[config.mk]
export PLATFORM = sky130hd
export DESIGN_NAME = led_matrix_scan_auto_brightness_unit_flat
export DESIGN_NICKNAME = d
export VERILOG_FILES = /design/src/design/lmsab_pkg.sv /design/src/design/lmsab_if.sv /design/src/design/led_matrix_scan_auto_brightness_unit.sv /design/src/design/lmsab_ram.sv /design/src/flat_wrapper.sv
export SDC_FILE = /design/constraint.sdc
export NUM_CORES = 2
export LEC_CHECK = 0
export ABC_AREA = 0
export CAP_MARGIN = 30
export CORE_ASPECT_RATIO = 1.1
export CORE_MARGIN = 5
export CORE_UTILIZATION = 55
export CTS_CLUSTER_SIZE = 8
export DETAILED_ROUTE_END_ITERATION = 12
export DONT_BUFFER_PORTS = 1
export GPL_TIMING_DRIVEN = 1
export HOLD_SLACK_MARGIN = 0.1
export PLACE_DENSITY = 0.8
export SYNTH_ARGS = -nofsm -noshare
export SYNTH_HDL_FRONTEND = slang
export SYNTH_SLANG_ARGS = --single-unit
[constraint.sdc]
create_clock -name clk_i -period 7 [get_ports clk_i]
set_input_delay 0.35 -clock clk_i [delete_from_list [all_inputs] [get_ports clk_i]]
set_output_delay 0.35 -clock clk_i [all_outputs]
set_load 0.005 [all_outputs]
[src/design/lmsab_pkg.sv]
package lmsab_pkg;

  // default geometry and converter width
  localparam int unsigned ROWS_DEF        = 16;
  localparam int unsigned COLUMNS_DEF     = 32;
  localparam int unsigned SAMPLE_BITS_DEF = 10;
  localparam int unsigned ROW_W_DEF       = $clog2(ROWS_DEF);
  localparam int unsigned COL_W_DEF       = $clog2(COLUMNS_DEF);

  // fixed field widths
  localparam int unsigned CMD_W     = 2;
  localparam int unsigned TIME_W    = 10;
  localparam int unsigned SE_W      = 6;
  localparam int unsigned CFG_IDX_W = 3;
  localparam int unsigned CFG_W     = 10;

  // light history and on time formula
  localparam int unsigned HIST_DEPTH = 5;
  localparam int unsigned ON_SCALE   = 10;
  localparam int unsigned ON_OFFSET  = 81;
  localparam int unsigned ON_DIVISOR = 18;

  // command codes
  localparam logic [CMD_W-1:0] CMD_SET_PIXEL = 2'd0;
  localparam logic [CMD_W-1:0] CMD_CLEAR     = 2'd1;
  localparam logic [CMD_W-1:0] CMD_SHOW      = 2'd2;

  // register indexes
  localparam logic [CFG_IDX_W-1:0] REG_FRAME_PERIOD  = 3'd0;
  localparam logic [CFG_IDX_W-1:0] REG_BRIGHT_LIMIT  = 3'd1;
  localparam logic [CFG_IDX_W-1:0] REG_DARK_LIMIT    = 3'd2;
  localparam logic [CFG_IDX_W-1:0] REG_OVERLAP_LIMIT = 3'd3;
  localparam logic [CFG_IDX_W-1:0] REG_SAMPLE_EVERY  = 3'd4;

  // register reset values
  localparam logic [TIME_W-1:0] FRAME_PERIOD_RST  = 10'd500;
  localparam logic [TIME_W-1:0] BRIGHT_LIMIT_RST  = 10'd900;
  localparam logic [TIME_W-1:0] DARK_LIMIT_RST    = 10'd11;
  localparam logic [TIME_W-1:0] OVERLAP_LIMIT_RST = 10'd450;
  localparam logic [SE_W-1:0]   SAMPLE_EVERY_RST  = 6'd20;

endpackage

[src/design/lmsab_if.sv]
interface lmsab_in_if #(
  parameter int unsigned ROW_W       = lmsab_pkg::ROW_W_DEF,
  parameter int unsigned COL_W       = lmsab_pkg::COL_W_DEF,
  parameter int unsigned SAMPLE_BITS = lmsab_pkg::SAMPLE_BITS_DEF
) ();
  logic                   valid;
  logic                   ready;
  logic [1:0]             cmd;
  logic                   pixel_on;
  logic [COL_W-1:0]       col;
  logic [ROW_W-1:0]       row_sel;
  logic                   color;
  logic [SAMPLE_BITS-1:0] light_sample;

  modport source (
    output valid, cmd, pixel_on, col, row_sel, color, light_sample,
    input  ready
  );
  modport sink (
    input  valid, cmd, pixel_on, col, row_sel, color, light_sample,
    output ready
  );
endinterface

interface lmsab_out_if #(
  parameter int unsigned ROW_W   = lmsab_pkg::ROW_W_DEF,
  parameter int unsigned COLUMNS = lmsab_pkg::COLUMNS_DEF
) ();
  logic               valid;
  logic               ready;
  logic [ROW_W-1:0]   row_index;
  logic [COLUMNS-1:0] green_word;
  logic [COLUMNS-1:0] red_word;
  logic [9:0]         on_time;
  logic [9:0]         off_time;
  logic               keep_enabled;
  logic               last_row;

  modport source (
    output valid, row_index, green_word, red_word, on_time, off_time, keep_enabled,
           last_row,
    input  ready
  );
  modport sink (
    input  valid, row_index, green_word, red_word, on_time, off_time, keep_enabled,
           last_row,
    output ready
  );
endinterface

[src/design/led_matrix_scan_auto_brightness_unit.sv]
// channel   dir  beat contents
// in_i      in   cmd, pixel_on, col, row_sel, color, light_sample
// out_o     out  row_index, green_word, red_word, on_time, off_time, keep_enabled, last_row
// cfg       in   cfg_we_i, cfg_idx_i, cfg_data_i (write only)
//
// set pixel: read of the row word, then write back through the frame ram.
// clear frame: it drops the per-row valid bits, so no sweep of the ram.
// show: brightness arithmetic (sum, divide by 5, scale, divide by 18),
// then ROWS beats at one a cycle, each stalled for as long as out_o.ready is low.
// reset: frame store reads all dark straight away, history and counter zero.
module led_matrix_scan_auto_brightness_unit #(
  parameter int unsigned ROWS        = lmsab_pkg::ROWS_DEF,
  parameter int unsigned COLUMNS     = lmsab_pkg::COLUMNS_DEF,
  parameter int unsigned SAMPLE_BITS = lmsab_pkg::SAMPLE_BITS_DEF
) (
  input  logic                            clk_i,
  input  logic                            rst_ni,
  input  logic                            cfg_we_i,
  input  logic [lmsab_pkg::CFG_IDX_W-1:0] cfg_idx_i,
  input  logic [lmsab_pkg::CFG_W-1:0]     cfg_data_i,
  lmsab_in_if.sink                        in_i,
  lmsab_out_if.source                     out_o
);
  import lmsab_pkg::*;

  localparam int unsigned ROW_W  = $clog2(ROWS);
  localparam int unsigned CNT_W  = ROW_W + 1;
  localparam int unsigned COL_W  = $clog2(COLUMNS);
  localparam int unsigned SUM_W  = SAMPLE_BITS + $clog2(HIST_DEPTH);
  localparam int unsigned CMP_W  = (SAMPLE_BITS > TIME_W) ? SAMPLE_BITS : TIME_W;
  localparam int unsigned X_W    = SAMPLE_BITS + $clog2(ON_SCALE);
  // reciprocal multipliers, exact for every value of the dividend width
  localparam int unsigned K5     = SUM_W + $clog2(HIST_DEPTH);
  localparam int unsigned M5_W   = K5 - $clog2(HIST_DEPTH) + 1;
  localparam longint unsigned M5_VAL =
    ((longint'(1) << K5) + HIST_DEPTH - 1) / HIST_DEPTH;
  localparam logic [M5_W-1:0] M5 = M5_W'(M5_VAL);
  localparam int unsigned K18    = X_W + $clog2(ON_DIVISOR);
  localparam int unsigned M18_W  = K18 - $clog2(ON_DIVISOR) + 1;
  localparam longint unsigned M18_VAL =
    ((longint'(1) << K18) + ON_DIVISOR - 1) / ON_DIVISOR;
  localparam logic [M18_W-1:0] M18 = M18_W'(M18_VAL);
  localparam int unsigned Q18_W  = X_W - $clog2(ON_DIVISOR) + 1;

  localparam logic [2:0] ST_IDLE = 3'd0;
  localparam logic [2:0] ST_WR   = 3'd1;
  localparam logic [2:0] ST_SUM  = 3'd2;
  localparam logic [2:0] ST_AVG  = 3'd3;
  localparam logic [2:0] ST_X    = 3'd4;
  localparam logic [2:0] ST_ON   = 3'd5;
  localparam logic [2:0] ST_SCAN = 3'd6;

  logic [2:0]             state_q, state_d;
  logic [TIME_W-1:0]      frame_period_q, bright_limit_q, dark_limit_q, overlap_limit_q;
  logic [SE_W-1:0]        sample_every_q;
  logic [SE_W-1:0]        cnt_q, cnt_d, period;
  logic [SE_W:0]          cnt_inc;
  logic [SAMPLE_BITS-1:0] hist_q [HIST_DEPTH];
  logic [ROWS-1:0]        g_vld_q, r_vld_q;

  logic                   in_beat, set_ok, rd_set, issue, load, last_load;
  logic [CNT_W-1:0]       rd_row_q;
  logic                   pend_q;
  logic [ROW_W-1:0]       pend_row_q;
  logic                   pend_gv_q, pend_rv_q;

  logic [ROW_W-1:0]       wr_row_q;
  logic [COL_W-1:0]       wr_bit_q;
  logic                   wr_plane_q, wr_on_q;
  logic [COLUMNS-1:0]     wr_base, wr_mask, wr_word;

  logic [ROW_W-1:0]       raddr;
  logic [COLUMNS-1:0]     g_rdata, r_rdata;

  logic [SUM_W-1:0]       sum_q, sum_d;
  logic [SUM_W+M5_W-1:0]  prod5;
  logic [SAMPLE_BITS-1:0] avg_q;
  logic [X_W-1:0]         ten_avg, x_q;
  logic                   bright_q, dark_q, neg_q;
  logic [X_W+M18_W-1:0]   prod18;
  logic [TIME_W-1:0]      on_d, on_q;

  logic                   out_vld_q;
  logic [ROW_W-1:0]       out_row_q;
  logic [COLUMNS-1:0]     out_g_q, out_r_q;
  logic [TIME_W-1:0]      out_on_q, out_off_q;
  logic                   out_keep_q, out_last_q;

  // handshake decode
  assign in_i.ready = (state_q == ST_IDLE);
  assign in_beat    = in_i.valid && in_i.ready;
  assign set_ok     = ({1'b0, in_i.row_sel} < CNT_W'(ROWS)) &&
                      ({1'b0, in_i.col} < (COL_W + 1)'(COLUMNS));
  assign rd_set     = in_beat && (in_i.cmd == CMD_SET_PIXEL) && set_ok;

  // scan pipeline: read issue, ram data stage, output register
  assign load      = pend_q && (!out_vld_q || out_o.ready);
  assign issue     = (state_q == ST_SCAN) && (rd_row_q < CNT_W'(ROWS)) && (!pend_q || load);
  assign last_load = load && (pend_row_q == ROW_W'(ROWS - 1));
  assign raddr     = (state_q == ST_IDLE) ? in_i.row_sel : rd_row_q[ROW_W-1:0];

  // read-modify-write of one row word
  assign wr_base = wr_plane_q ? (r_vld_q[wr_row_q] ? r_rdata : '1)
                              : (g_vld_q[wr_row_q] ? g_rdata : '1);
  assign wr_mask = {{(COLUMNS-1){1'b0}}, 1'b1} << wr_bit_q;
  assign wr_word = wr_on_q ? (wr_base & ~wr_mask) : (wr_base | wr_mask);

  lmsab_ram #(.WIDTH(COLUMNS), .DEPTH(ROWS)) u_green_ram (
    .clk_i   (clk_i),
    .we_i    ((state_q == ST_WR) && !wr_plane_q),
    .waddr_i (wr_row_q),
    .wdata_i (wr_word),
    .re_i    (rd_set || issue),
    .raddr_i (raddr),
    .rdata_o (g_rdata)
  );

  lmsab_ram #(.WIDTH(COLUMNS), .DEPTH(ROWS)) u_red_ram (
    .clk_i   (clk_i),
    .we_i    ((state_q == ST_WR) && wr_plane_q),
    .waddr_i (wr_row_q),
    .wdata_i (wr_word),
    .re_i    (rd_set || issue),
    .raddr_i (raddr),
    .rdata_o (r_rdata)
  );

  // sample counter wrap
  assign period  = (sample_every_q == '0) ? SE_W'(1) : sample_every_q;
  assign cnt_inc = {1'b0, cnt_q} + (SE_W + 1)'(1);
  assign cnt_d   = (cnt_inc >= {1'b0, period}) ? '0 : cnt_inc[SE_W-1:0];

  // brightness arithmetic
  always_comb begin
    sum_d = '0;
    for (int k = 0; k < HIST_DEPTH; k++) begin
      sum_d = sum_d + SUM_W'(hist_q[k]);
    end
  end

  assign prod5   = sum_q * M5;
  assign ten_avg = (X_W'(avg_q) << 3) + (X_W'(avg_q) << 1);
  assign prod18  = x_q * M18;

  always_comb begin
    if (bright_q) begin
      on_d = frame_period_q;
    end else if (dark_q) begin
      on_d = TIME_W'(1);
    end else if (neg_q) begin
      on_d = '0;
    end else begin
      on_d = TIME_W'(prod18[K18 +: Q18_W]);
    end
  end

  // sequencer
  always_comb begin
    state_d = state_q;
    case (state_q)
      ST_IDLE: begin
        if (rd_set) begin
          state_d = ST_WR;
        end else if (in_beat && (in_i.cmd == CMD_SHOW)) begin
          state_d = ST_SUM;
        end
      end
      ST_WR:   state_d = ST_IDLE;
      ST_SUM:  state_d = ST_AVG;
      ST_AVG:  state_d = ST_X;
      ST_X:    state_d = ST_ON;
      ST_ON:   state_d = ST_SCAN;
      ST_SCAN: begin
        if (last_load) begin
          state_d = ST_IDLE;
        end
      end
      default: state_d = ST_IDLE;
    endcase
  end

  // control state, configuration, history
  always_ff @(posedge clk_i or negedge rst_ni) begin
    if (!rst_ni) begin
      state_q         <= ST_IDLE;
      frame_period_q  <= FRAME_PERIOD_RST;
      bright_limit_q  <= BRIGHT_LIMIT_RST;
      dark_limit_q    <= DARK_LIMIT_RST;
      overlap_limit_q <= OVERLAP_LIMIT_RST;
      sample_every_q  <= SAMPLE_EVERY_RST;
      cnt_q           <= '0;
      for (int k = 0; k < HIST_DEPTH; k++) begin
        hist_q[k] <= '0;
      end
      g_vld_q         <= '0;
      r_vld_q         <= '0;
      rd_row_q        <= '0;
      pend_q          <= 1'b0;
      out_vld_q       <= 1'b0;
    end else begin
      state_q <= state_d;

      if (cfg_we_i) begin
        case (cfg_idx_i)
          REG_FRAME_PERIOD:  frame_period_q  <= cfg_data_i[TIME_W-1:0];
          REG_BRIGHT_LIMIT:  bright_limit_q  <= cfg_data_i[TIME_W-1:0];
          REG_DARK_LIMIT:    dark_limit_q    <= cfg_data_i[TIME_W-1:0];
          REG_OVERLAP_LIMIT: overlap_limit_q <= cfg_data_i[TIME_W-1:0];
          REG_SAMPLE_EVERY:  sample_every_q  <= cfg_data_i[SE_W-1:0];
          default: ;
        endcase
      end

      if (in_beat && (in_i.cmd == CMD_SHOW)) begin
        cnt_q <= cnt_d;
        if (cnt_q == '0) begin
          for (int k = HIST_DEPTH - 1; k > 0; k--) begin
            hist_q[k] <= hist_q[k-1];
          end
          hist_q[0] <= in_i.light_sample;
        end
      end

      // valid bits: clear frame drops all, a write-back marks its row
      if (in_beat && (in_i.cmd == CMD_CLEAR)) begin
        g_vld_q <= '0;
        r_vld_q <= '0;
      end else if (state_q == ST_WR) begin
        if (wr_plane_q) begin
          r_vld_q[wr_row_q] <= 1'b1;
        end else begin
          g_vld_q[wr_row_q] <= 1'b1;
        end
      end

      if (state_q == ST_ON) begin
        rd_row_q <= '0;
      end else if (issue) begin
        rd_row_q <= rd_row_q + CNT_W'(1);
      end

      if (issue) begin
        pend_q <= 1'b1;
      end else if (load) begin
        pend_q <= 1'b0;
      end

      if (load) begin
        out_vld_q <= 1'b1;
      end else if (out_o.ready) begin
        out_vld_q <= 1'b0;
      end
    end
  end

  // datapath registers
  always_ff @(posedge clk_i) begin
    if (rd_set) begin
      wr_row_q   <= in_i.row_sel;
      wr_bit_q   <= COL_W'(COLUMNS - 1) - in_i.col;
      wr_plane_q <= in_i.color;
      wr_on_q    <= in_i.pixel_on;
    end
    if (state_q == ST_SUM) begin
      sum_q <= sum_d;
    end
    if (state_q == ST_AVG) begin
      avg_q <= prod5[K5 +: SAMPLE_BITS];
    end
    if (state_q == ST_X) begin
      bright_q <= CMP_W'(avg_q) > CMP_W'(bright_limit_q);
      dark_q   <= CMP_W'(avg_q) < CMP_W'(dark_limit_q);
      neg_q    <= ten_avg < X_W'(ON_OFFSET);
      x_q      <= ten_avg - X_W'(ON_OFFSET);
    end
    if (state_q == ST_ON) begin
      on_q <= on_d;
    end
    if (issue) begin
      pend_row_q <= rd_row_q[ROW_W-1:0];
      pend_gv_q  <= g_vld_q[rd_row_q[ROW_W-1:0]];
      pend_rv_q  <= r_vld_q[rd_row_q[ROW_W-1:0]];
    end
    if (load) begin
      out_row_q  <= pend_row_q;
      out_g_q    <= pend_gv_q ? g_rdata : '1;
      out_r_q    <= pend_rv_q ? r_rdata : '1;
      out_on_q   <= on_q;
      out_off_q  <= (frame_period_q > on_q) ? (frame_period_q - on_q) : '0;
      out_keep_q <= on_q > overlap_limit_q;
      out_last_q <= pend_row_q == ROW_W'(ROWS - 1);
    end
  end

  assign out_o.valid        = out_vld_q;
  assign out_o.row_index    = out_row_q;
  assign out_o.green_word   = out_g_q;
  assign out_o.red_word     = out_r_q;
  assign out_o.on_time      = out_on_q;
  assign out_o.off_time     = out_off_q;
  assign out_o.keep_enabled = out_keep_q;
  assign out_o.last_row     = out_last_q;

`ifndef NO_ASSERTIONS
  // no ram data left behind once the block takes new items
  a_idle_no_pending: assert property (@(posedge clk_i) disable iff (!rst_ni)
    in_i.ready |-> !pend_q)
    else $error("row data pending while input is open");

  // a row other than the last one on the output means the scan is still running
  a_scan_open: assert property (@(posedge clk_i) disable iff (!rst_ni)
    (out_o.valid && !out_o.last_row) |-> (state_q == ST_SCAN))
    else $error("scan left before last row");

  // write-back always follows the read issued on the set pixel beat
  a_wr_after_rd: assert property (@(posedge clk_i) disable iff (!rst_ni)
    (state_q == ST_WR) |-> ($past(state_q) == ST_IDLE))
    else $error("write-back without preceding read");
`endif

endmodule

[src/design/lmsab_ram.sv]
module lmsab_ram #(
  parameter int unsigned WIDTH = lmsab_pkg::COLUMNS_DEF,
  parameter int unsigned DEPTH = lmsab_pkg::ROWS_DEF
) (
  input  logic                     clk_i,
  input  logic                     we_i,
  input  logic [$clog2(DEPTH)-1:0] waddr_i,
  input  logic [WIDTH-1:0]         wdata_i,
  input  logic                     re_i,
  input  logic [$clog2(DEPTH)-1:0] raddr_i,
  output logic [WIDTH-1:0]         rdata_o
);
  import lmsab_pkg::*;

  logic [WIDTH-1:0] mem_q [DEPTH];
  logic [WIDTH-1:0] rdata_q;

  // one write port, one registered read port that holds when idle
  always_ff @(posedge clk_i) begin
    if (we_i) begin
      mem_q[waddr_i] <= wdata_i;
    end
    if (re_i) begin
      rdata_q <= mem_q[raddr_i];
    end
  end

  assign rdata_o = rdata_q;

endmodule
[src/flat_wrapper.sv]
// flat-port wrapper written by rule: the top's interface ports become plain ports
module led_matrix_scan_auto_brightness_unit_flat import lmsab_pkg::*;
#(
  parameter int unsigned ROWS        = lmsab_pkg::ROWS_DEF,
  parameter int unsigned COLUMNS     = lmsab_pkg::COLUMNS_DEF,
  parameter int unsigned SAMPLE_BITS = lmsab_pkg::SAMPLE_BITS_DEF
)
  (clk_i, rst_ni, cfg_we_i, cfg_idx_i, cfg_data_i, in_i_valid, in_i_cmd, in_i_pixel_on, in_i_col, in_i_row_sel, in_i_color, in_i_light_sample, in_i_ready, out_o_valid, out_o_row_index, out_o_green_word, out_o_red_word, out_o_on_time, out_o_off_time, out_o_keep_enabled, out_o_last_row, out_o_ready);
  lmsab_in_if #(.SAMPLE_BITS(SAMPLE_BITS)) in_i_i ();
  lmsab_out_if #(.COLUMNS(COLUMNS)) out_o_i ();
  input  logic clk_i;
  input  logic rst_ni;
  input  logic cfg_we_i;
  input  logic [lmsab_pkg::CFG_IDX_W-1:0] cfg_idx_i;
  input  logic [lmsab_pkg::CFG_W-1:0] cfg_data_i;
  input wire logic [$bits(in_i_i.valid)-1:0] in_i_valid;
  input wire logic [$bits(in_i_i.cmd)-1:0] in_i_cmd;
  input wire logic [$bits(in_i_i.pixel_on)-1:0] in_i_pixel_on;
  input wire logic [$bits(in_i_i.col)-1:0] in_i_col;
  input wire logic [$bits(in_i_i.row_sel)-1:0] in_i_row_sel;
  input wire logic [$bits(in_i_i.color)-1:0] in_i_color;
  input wire logic [$bits(in_i_i.light_sample)-1:0] in_i_light_sample;
  output wire logic [$bits(in_i_i.ready)-1:0] in_i_ready;
  output wire logic [$bits(out_o_i.valid)-1:0] out_o_valid;
  output wire logic [$bits(out_o_i.row_index)-1:0] out_o_row_index;
  output wire logic [$bits(out_o_i.green_word)-1:0] out_o_green_word;
  output wire logic [$bits(out_o_i.red_word)-1:0] out_o_red_word;
  output wire logic [$bits(out_o_i.on_time)-1:0] out_o_on_time;
  output wire logic [$bits(out_o_i.off_time)-1:0] out_o_off_time;
  output wire logic [$bits(out_o_i.keep_enabled)-1:0] out_o_keep_enabled;
  output wire logic [$bits(out_o_i.last_row)-1:0] out_o_last_row;
  input wire logic [$bits(out_o_i.ready)-1:0] out_o_ready;
  assign in_i_i.valid = in_i_valid;
  assign in_i_i.cmd = in_i_cmd;
  assign in_i_i.pixel_on = in_i_pixel_on;
  assign in_i_i.col = in_i_col;
  assign in_i_i.row_sel = in_i_row_sel;
  assign in_i_i.color = in_i_color;
  assign in_i_i.light_sample = in_i_light_sample;
  assign in_i_ready = in_i_i.ready;
  assign out_o_valid = out_o_i.valid;
  assign out_o_row_index = out_o_i.row_index;
  assign out_o_green_word = out_o_i.green_word;
  assign out_o_red_word = out_o_i.red_word;
  assign out_o_on_time = out_o_i.on_time;
  assign out_o_off_time = out_o_i.off_time;
  assign out_o_keep_enabled = out_o_i.keep_enabled;
  assign out_o_last_row = out_o_i.last_row;
  assign out_o_i.ready = out_o_ready;
  led_matrix_scan_auto_brightness_unit #(.ROWS(ROWS), .COLUMNS(COLUMNS), .SAMPLE_BITS(SAMPLE_BITS)) u_core (.clk_i(clk_i), .rst_ni(rst_ni), .cfg_we_i(cfg_we_i), .cfg_idx_i(cfg_idx_i), .cfg_data_i(cfg_data_i), .in_i(in_i_i), .out_o(out_o_i));
endmodule
**Word level (Yosys, flattened, before mapping)**

Memories as Yosys holds them, arrays and structs flattened. A register that Yosys moved wholly into a read port is not among the register bits.
Index checks and enable logic that the tools add are counted.

- Register bits: 301
- Memory bits (writable): 1024
- Input bits: 41
- Logic and storage cells: 160
- Memories: 2

Memory list:

| memory | depth | width | read ports | clocked after Yosys merged registers in | wr ports | RTL line | source |
|---|---|---|---|---|---|---|---|
| u_core.u_green_ram.mem_q | 16 | 32 | 1 | 1 | 1 | lmsab_ram.sv:15 | `logic [WIDTH-1:0] mem_q [DEPTH];` |
| u_core.u_red_ram.mem_q | 16 | 32 | 1 | 1 | 1 | lmsab_ram.sv:15 |  |

- Add/sub/neg operators: 10
- Multiply operators: 2
- Order comparisons: 10
- Equal/unequal tests: 16
- Shifts and indexed selects: 1
- Multiplexer cells: 40
- Bitwise operators: 5
- Reduce and logical (&&, ||, !) cells: 36

Operators with widths:

| cell | number |
|---|---|
| $mux W32 | 4 |
| $mux W16 | 6 |
| $add A13 B10 Y13 | 3 |
| $and A32 B32 Y32 | 1 |
| $not A32 Y32 | 1 |
| $or A16 B16 Y16 | 2 |
| $or A32 B32 Y32 | 1 |
| $shl A1 B5 Y32 const A | 1 |
| $gt A10 B10 Y1 | 3 |
| $mux W10 | 3 |
| $mul A14 B12 Y26 const B | 1 |
| $mul A13 B12 Y24 const B | 1 |
| $pmux W3 S6 | 1 |
| $reduce_and A2 Y1 | 9 |
| $bmux W1 S4 | 4 |
| $add A13 B11 Y14 | 1 |
| $lt A14 B7 Y1 const B | 1 |
| $sub A14 B7 Y14 const B | 1 |
| $mux W1 | 13 |
| $eq A3 B2 Y1 const B | 4 |
| $eq A3 B3 Y1 const B | 4 |
| $logic_not A6 Y1 | 2 |
| $mux W6 | 2 |
| $add A10 B10 Y11 | 1 |
| other kinds (26) | 50 |

**Depth between registers and ports, before layout**

- Depth in word-level cells: 8
- Gate-level depth with buffers: 19
- Mapped depth without buffers: 19

**Modules after synthesis**

Synthesis repeated with hierarchy kept, for this count alone.

- Cell total of the unflattened synthesis: 3452
- Area total of the unflattened synthesis: 60581.9 um^2

Modules (own cells, without submodules):

| module | instances | cells an instance | area an instance (um^2) | sequential area each (um^2) |
|---|---|---|---|---|
| lmsab_ram | 2 | 838 | 20155.6 | 16335.7 |
| led_matrix_scan_auto_brightness_unit | 1 | 1776 | 20270.7 | 8311.7 |

**Worst setup path before layout**

No wires, ideal clock.

- Kind: flip-flop to flip-flop
- Start point: register u_core.sum_q[5]
- End point: register u_core.avg_q[4] (data pin)
- Setup time: 258 ps
- Data arrival time: 4542 ps
- Required time: 6742 ps
- Slack: 2200 ps
- Cell stages (with the launch flop): 16
- Buffers on the path: 0
- Cell sequence: edfxtp_1 > ha_1 > inv_1 > fa_1 > fa_1 > inv_1 > fa_1 > fa_1 > ha_1 > nand2_1 > o21ai_0 > a2111oi_0 > o31ai_1 > a221oi_1 > o21ba_2 > xnor2_1

- Cells in the longest elaborated chain, start to end: 1

Ends and longest elaborated chain:

| what | RTL line | source |
|---|---|---|
| from (decl) | led_matrix_scan_auto_brightness_unit.sv:75 | `logic [SUM_W-1:0] sum_q, sum_d;` |
| from (signal assigned) | led_matrix_scan_auto_brightness_unit.sv:265 | `sum_q <= sum_d;` |
| $mul A13 B12 Y24 | led_matrix_scan_auto_brightness_unit.sv:141 | `assign prod5 = sum_q * M5;` |
| net u_core.prod5[20] | led_matrix_scan_auto_brightness_unit.sv:76 | `logic [SUM_W+M5_W-1:0] prod5;` |
| to (signal assigned) | led_matrix_scan_auto_brightness_unit.sv:268 | `avg_q <= prod5[K5 +: SAMPLE_BITS];` |
| to (decl) | led_matrix_scan_auto_brightness_unit.sv:77 | `logic [SAMPLE_BITS-1:0] avg_q;` |

The timed path passes the listed nets, and every way through them passes these cells.
A chain may end at the register's enable or synchronous reset.

**Final worst setup path**

Same ends and word-level chain as after synthesis.

==> results.yml <==
worst_setup_path:
  worst_setup_path_end_kind: "flop"
  cpPeakStageDelay_ns: 0.75
  crit_top_cell: "fa_1"
  critPathMaxFanout: 5
  crit_chain: "ha_1 > inv_1 > fa_1 > fa_1 > inv_1 > fa_1 > fa_1 > ha_1 > nand2_1 > o21ai_0 > a2111oi_0 > o31ai_1 > a221oi_1 > o21ba_2 > xnor2_1"
  worstSetupPathType: "reg2reg"
  crit_path_start_kind: "flop"
  worstPathArrival_ns: 5.78
  cp.required_ns: 7.53
  slowest_stage: "a2111oi_0"
floorplanning:
  io_pins: 133
  start_util: 0.5524
  die_w_um: 327.4
  core_mm2: 0.1103
  num_rows: 128
  die_h_um: 359.1
  dieArea_mm2: 0.1176
grt:
  antenna_found_initial: 3
  grt_util_all_layers: 0.2658
  grt_pass1_vias: 35540
  grt_first_pass_wirelength_um: 230100
  grt_max_degree: 145
  gr-total-overflow: 0
final_layout:
  design_area_mm2: 0.06910
  drive_above_1_share: 0.1824
  fin_nets: 4165
  final_util: 0.6262
  area_growth_pct: 13.38
  final_common_cell: "edfxtp_1"
  final_cell_mix: "edfxtp_1, mux4_2, inv_1, nand2_1, ha_1"
  instances_no_fill: 5275
  fill_cells: 7236
drt:
  drtIter0Drc: 4970
  firstDrtPassIters: 6
  routed-via-count: 34380
  wl_per_cell_um: 29.69
  antenna_left: 0
  drcViolationCount: 0
  via_per_inst: 6.518
  drt-total-wl_um: 156600
cts:
  post_cts_buffers: 0
  numCtsBuffers: 191
  clkSlewWorstSetupHoldPaths_ns: 0.06
  clock-root-buffer: "clkbuf_16"
  clkSinkCount: 1388
  cts.path.max_buffers: 3
  htree_levels: 4
  cts_tree: "done"
  clock_latency_ns: 0.82
timing:
  rsz0062_at_grt: "false"
  hold_viol_final: 0
  period_minus_slack_ns: 5.252
  skew_ns: 0.05380
  worstMarginPinSlew_ns: 1.077
  setup_tns_ns: 0
  slew_headroom: 0.2813
  drv_slew: 0
  min_period_over_period: 0.7503
  fmax_mhz: 190.4
  setup_viol: 0
  holdWs_ns: 0.1645
placement:
  place_inst: 4970
  port_buffers: 0
  place_area_mm2: 0.06327
  gp_congestion: 0.8639
  dp_hpwl_um: 87470
logic_synthesis:
  synthArstFlopShare: 0.1037
  yosysSeqAreaShare: 0.6724
  synth-compound-area-share: 0.04863
  synth-xor-area-share: 0.01106
  syn_avg_cell_area_um2: 16.94
  synth_seq_cells: 1388
  synth_fa_ha_area_frac: 0.08215
  synth_edf_count: 1244
  yosys.area_share.simple: 0.04845
  synthMuxAreaShare: 0.1126
  syn_area_mm2: 0.06095
  synth_warnings: 0
  mappedNetlistNets: 3978
  synthCells: 3598
  synth_top_family_by_area: "multiplexers"
  synthDistinctLibCells: 65
  ys.flop_type: "edfxtp_1"
hold_path:
  hold_class: "in2reg"
status:
  status: "finished, final reports clean"
run:
  maxCapViolCount: 0
power:
  p_per_area_mw_per_mm2: 532.3
  power.leakage_nw: 24.33
  peakVddDrop_mv: 1.193
state kept, by name (all words and copies together) (netlist names), 13 cells and up:
register	flops
u_core.hist_q	50
u_core.g_vld_q	16
u_core.sum_q	13
u_core.r_vld_q	16
u_core.u_green_ram.rdata_o	32
u_core.u_red_ram.mem_q	512
u_core.x_q	13
u_core.u_green_ram.mem_q	512
u_core.out_o.green_word	32
u_core.out_o.red_word	32
u_core.u_red_ram.rdata_o	32
logic make-up (layout without fill, tap and decap cells):
kind of cell    count (synthesis)  after routing
flops                        1388           1388
simple gates                  612            612
compound gates                458            458
buf+inv                       390            636
fa+ha+maj                     339            339
mux                           334            334
xor+xnor                       77             77
other cells                     0              1
path summary, 6_finish.rpt:
path	from	endpoint	slack [ns]	cells past startpoint
max	u_core.sum_q[5]$_DFFE_PP_	u_core.avg_q[4]$_DFFE_PP_	1.75	15
min	cfg_idx_i[0]	u_core.bright_limit_q[9]$_DFFE_PN1P_	0.16	3
max reg2reg	u_core.sum_q[5]$_DFFE_PP_	u_core.avg_q[4]$_DFFE_PP_	1.75	15
min reg2reg	u_core.pend_row_q[1]$_DFFE_PP_	u_core.out_o.row_index[1]$_DFFE_PP_	0.44	0
max in group asynchronous	rst_ni	u_core.g_vld_q[11]$_DFFE_PN0P_	6.06	2
min in group asynchronous	rst_ni	u_core.cnt_q[5]$_DFFE_PN0P_	0.31	2
what timing repair did:
item | CTS | global route
hold endpoints to repair | 264 | 0
resized for setup | 0 | 0
hold buffers | 51 | 0
metrics by stage:
stage          setup slack [ns]  power (mW)
2_1_floorplan             2.200       24.14
4_1_cts                   1.718       36.74
3_3_place_gp              1.829       27.74
5_1_grt                   1.369       39.38
3_5_place_dp              1.672       28.12
6_report                  1.748       36.78
worst max-delay path: cells and delay by family (launching register included):
family | cells | cell delay, ns
compound gates | 5 | 1.73
simple gates | 1 | 0.07
buf+inv | 2 | 0.16
flops | 1 | 0.48
xor+xnor | 1 | 0.06
fa+ha+maj | 6 | 2.50
layout make-up:
| type | count | area [um2] | share of cell area |
|---|---|---|---|
| Antenna cell | 1 | 2.502 | 0.00003621 |
| Sequential cell | 1388 | 40980 | 0.5931 |
| Timing Repair Buffer | 141 | 1344 | 0.01945 |
| Multi-Input combinational cell | 1820 | 18800 | 0.2720 |
| Inverter | 243 | 912.1 | 0.01320 |
| Clock inverter | 14 | 300.3 | 0.004345 |
| Tap cell | 1430 | 1789 | 0.02589 |
| Clock buffer | 238 | 4977 | 0.07203 |
power by group:
group          switching (mW)  leakage, nW  internal, mW  total (mW)
clock                    3.39         2.54          4.92        8.31
sequential              0.550         12.7          10.4        11.0
combinational            9.88         9.14          7.62        17.5
routing by layer:
| metal | up-vias | routed length [um] | track usage |
|---|---|---|---|
| met3 | 539 | 17320 | 0.06430 |
| met1 | 17260 | 53500 | 0.3359 |
| met5 | - | 13 | 0 |
| met4 | 2 | 7863 | 0.1162 |
| li1 | 14120 | - | - |
| met2 | 2464 | 77920 | 0.4427 |
synth_stat cells (8+ instances only):
master       n  area (um2)
a21oi_1     63       315.3
dfstp_2     19       499.2
edfxtp_1  1244       37360
mux4_2     276        6216
ha_1       237        2965
nand3_1     16       80.08
buf_2       30       150.1
xor2_1      30       262.8
o21a_1      41       307.8
o21bai_1     8       60.06
a22o_1       9       78.83
fa_1       102        2042
inv_1      243       912.1
nand2_1    243       912.1
a211oi_1    68       510.5
nor2b_1     17       106.4
buf_1       20       75.07
nand4_1      9       56.30
xnor2_1     47       411.6
o21ai_0     98       490.5
o22ai_1     33       206.5
nand2b_1    86       538.0
nor3_1      24       120.1
and2_1      72       450.4
nor2_1     106       397.9
dfrtp_1    125        3128
a31oi_1     68       425.4
a21o_1      37       277.8
mux2_2      53       596.8
clkbuf_1    96       360.4
No activity file was read; power rests on OpenSTA's default activity.
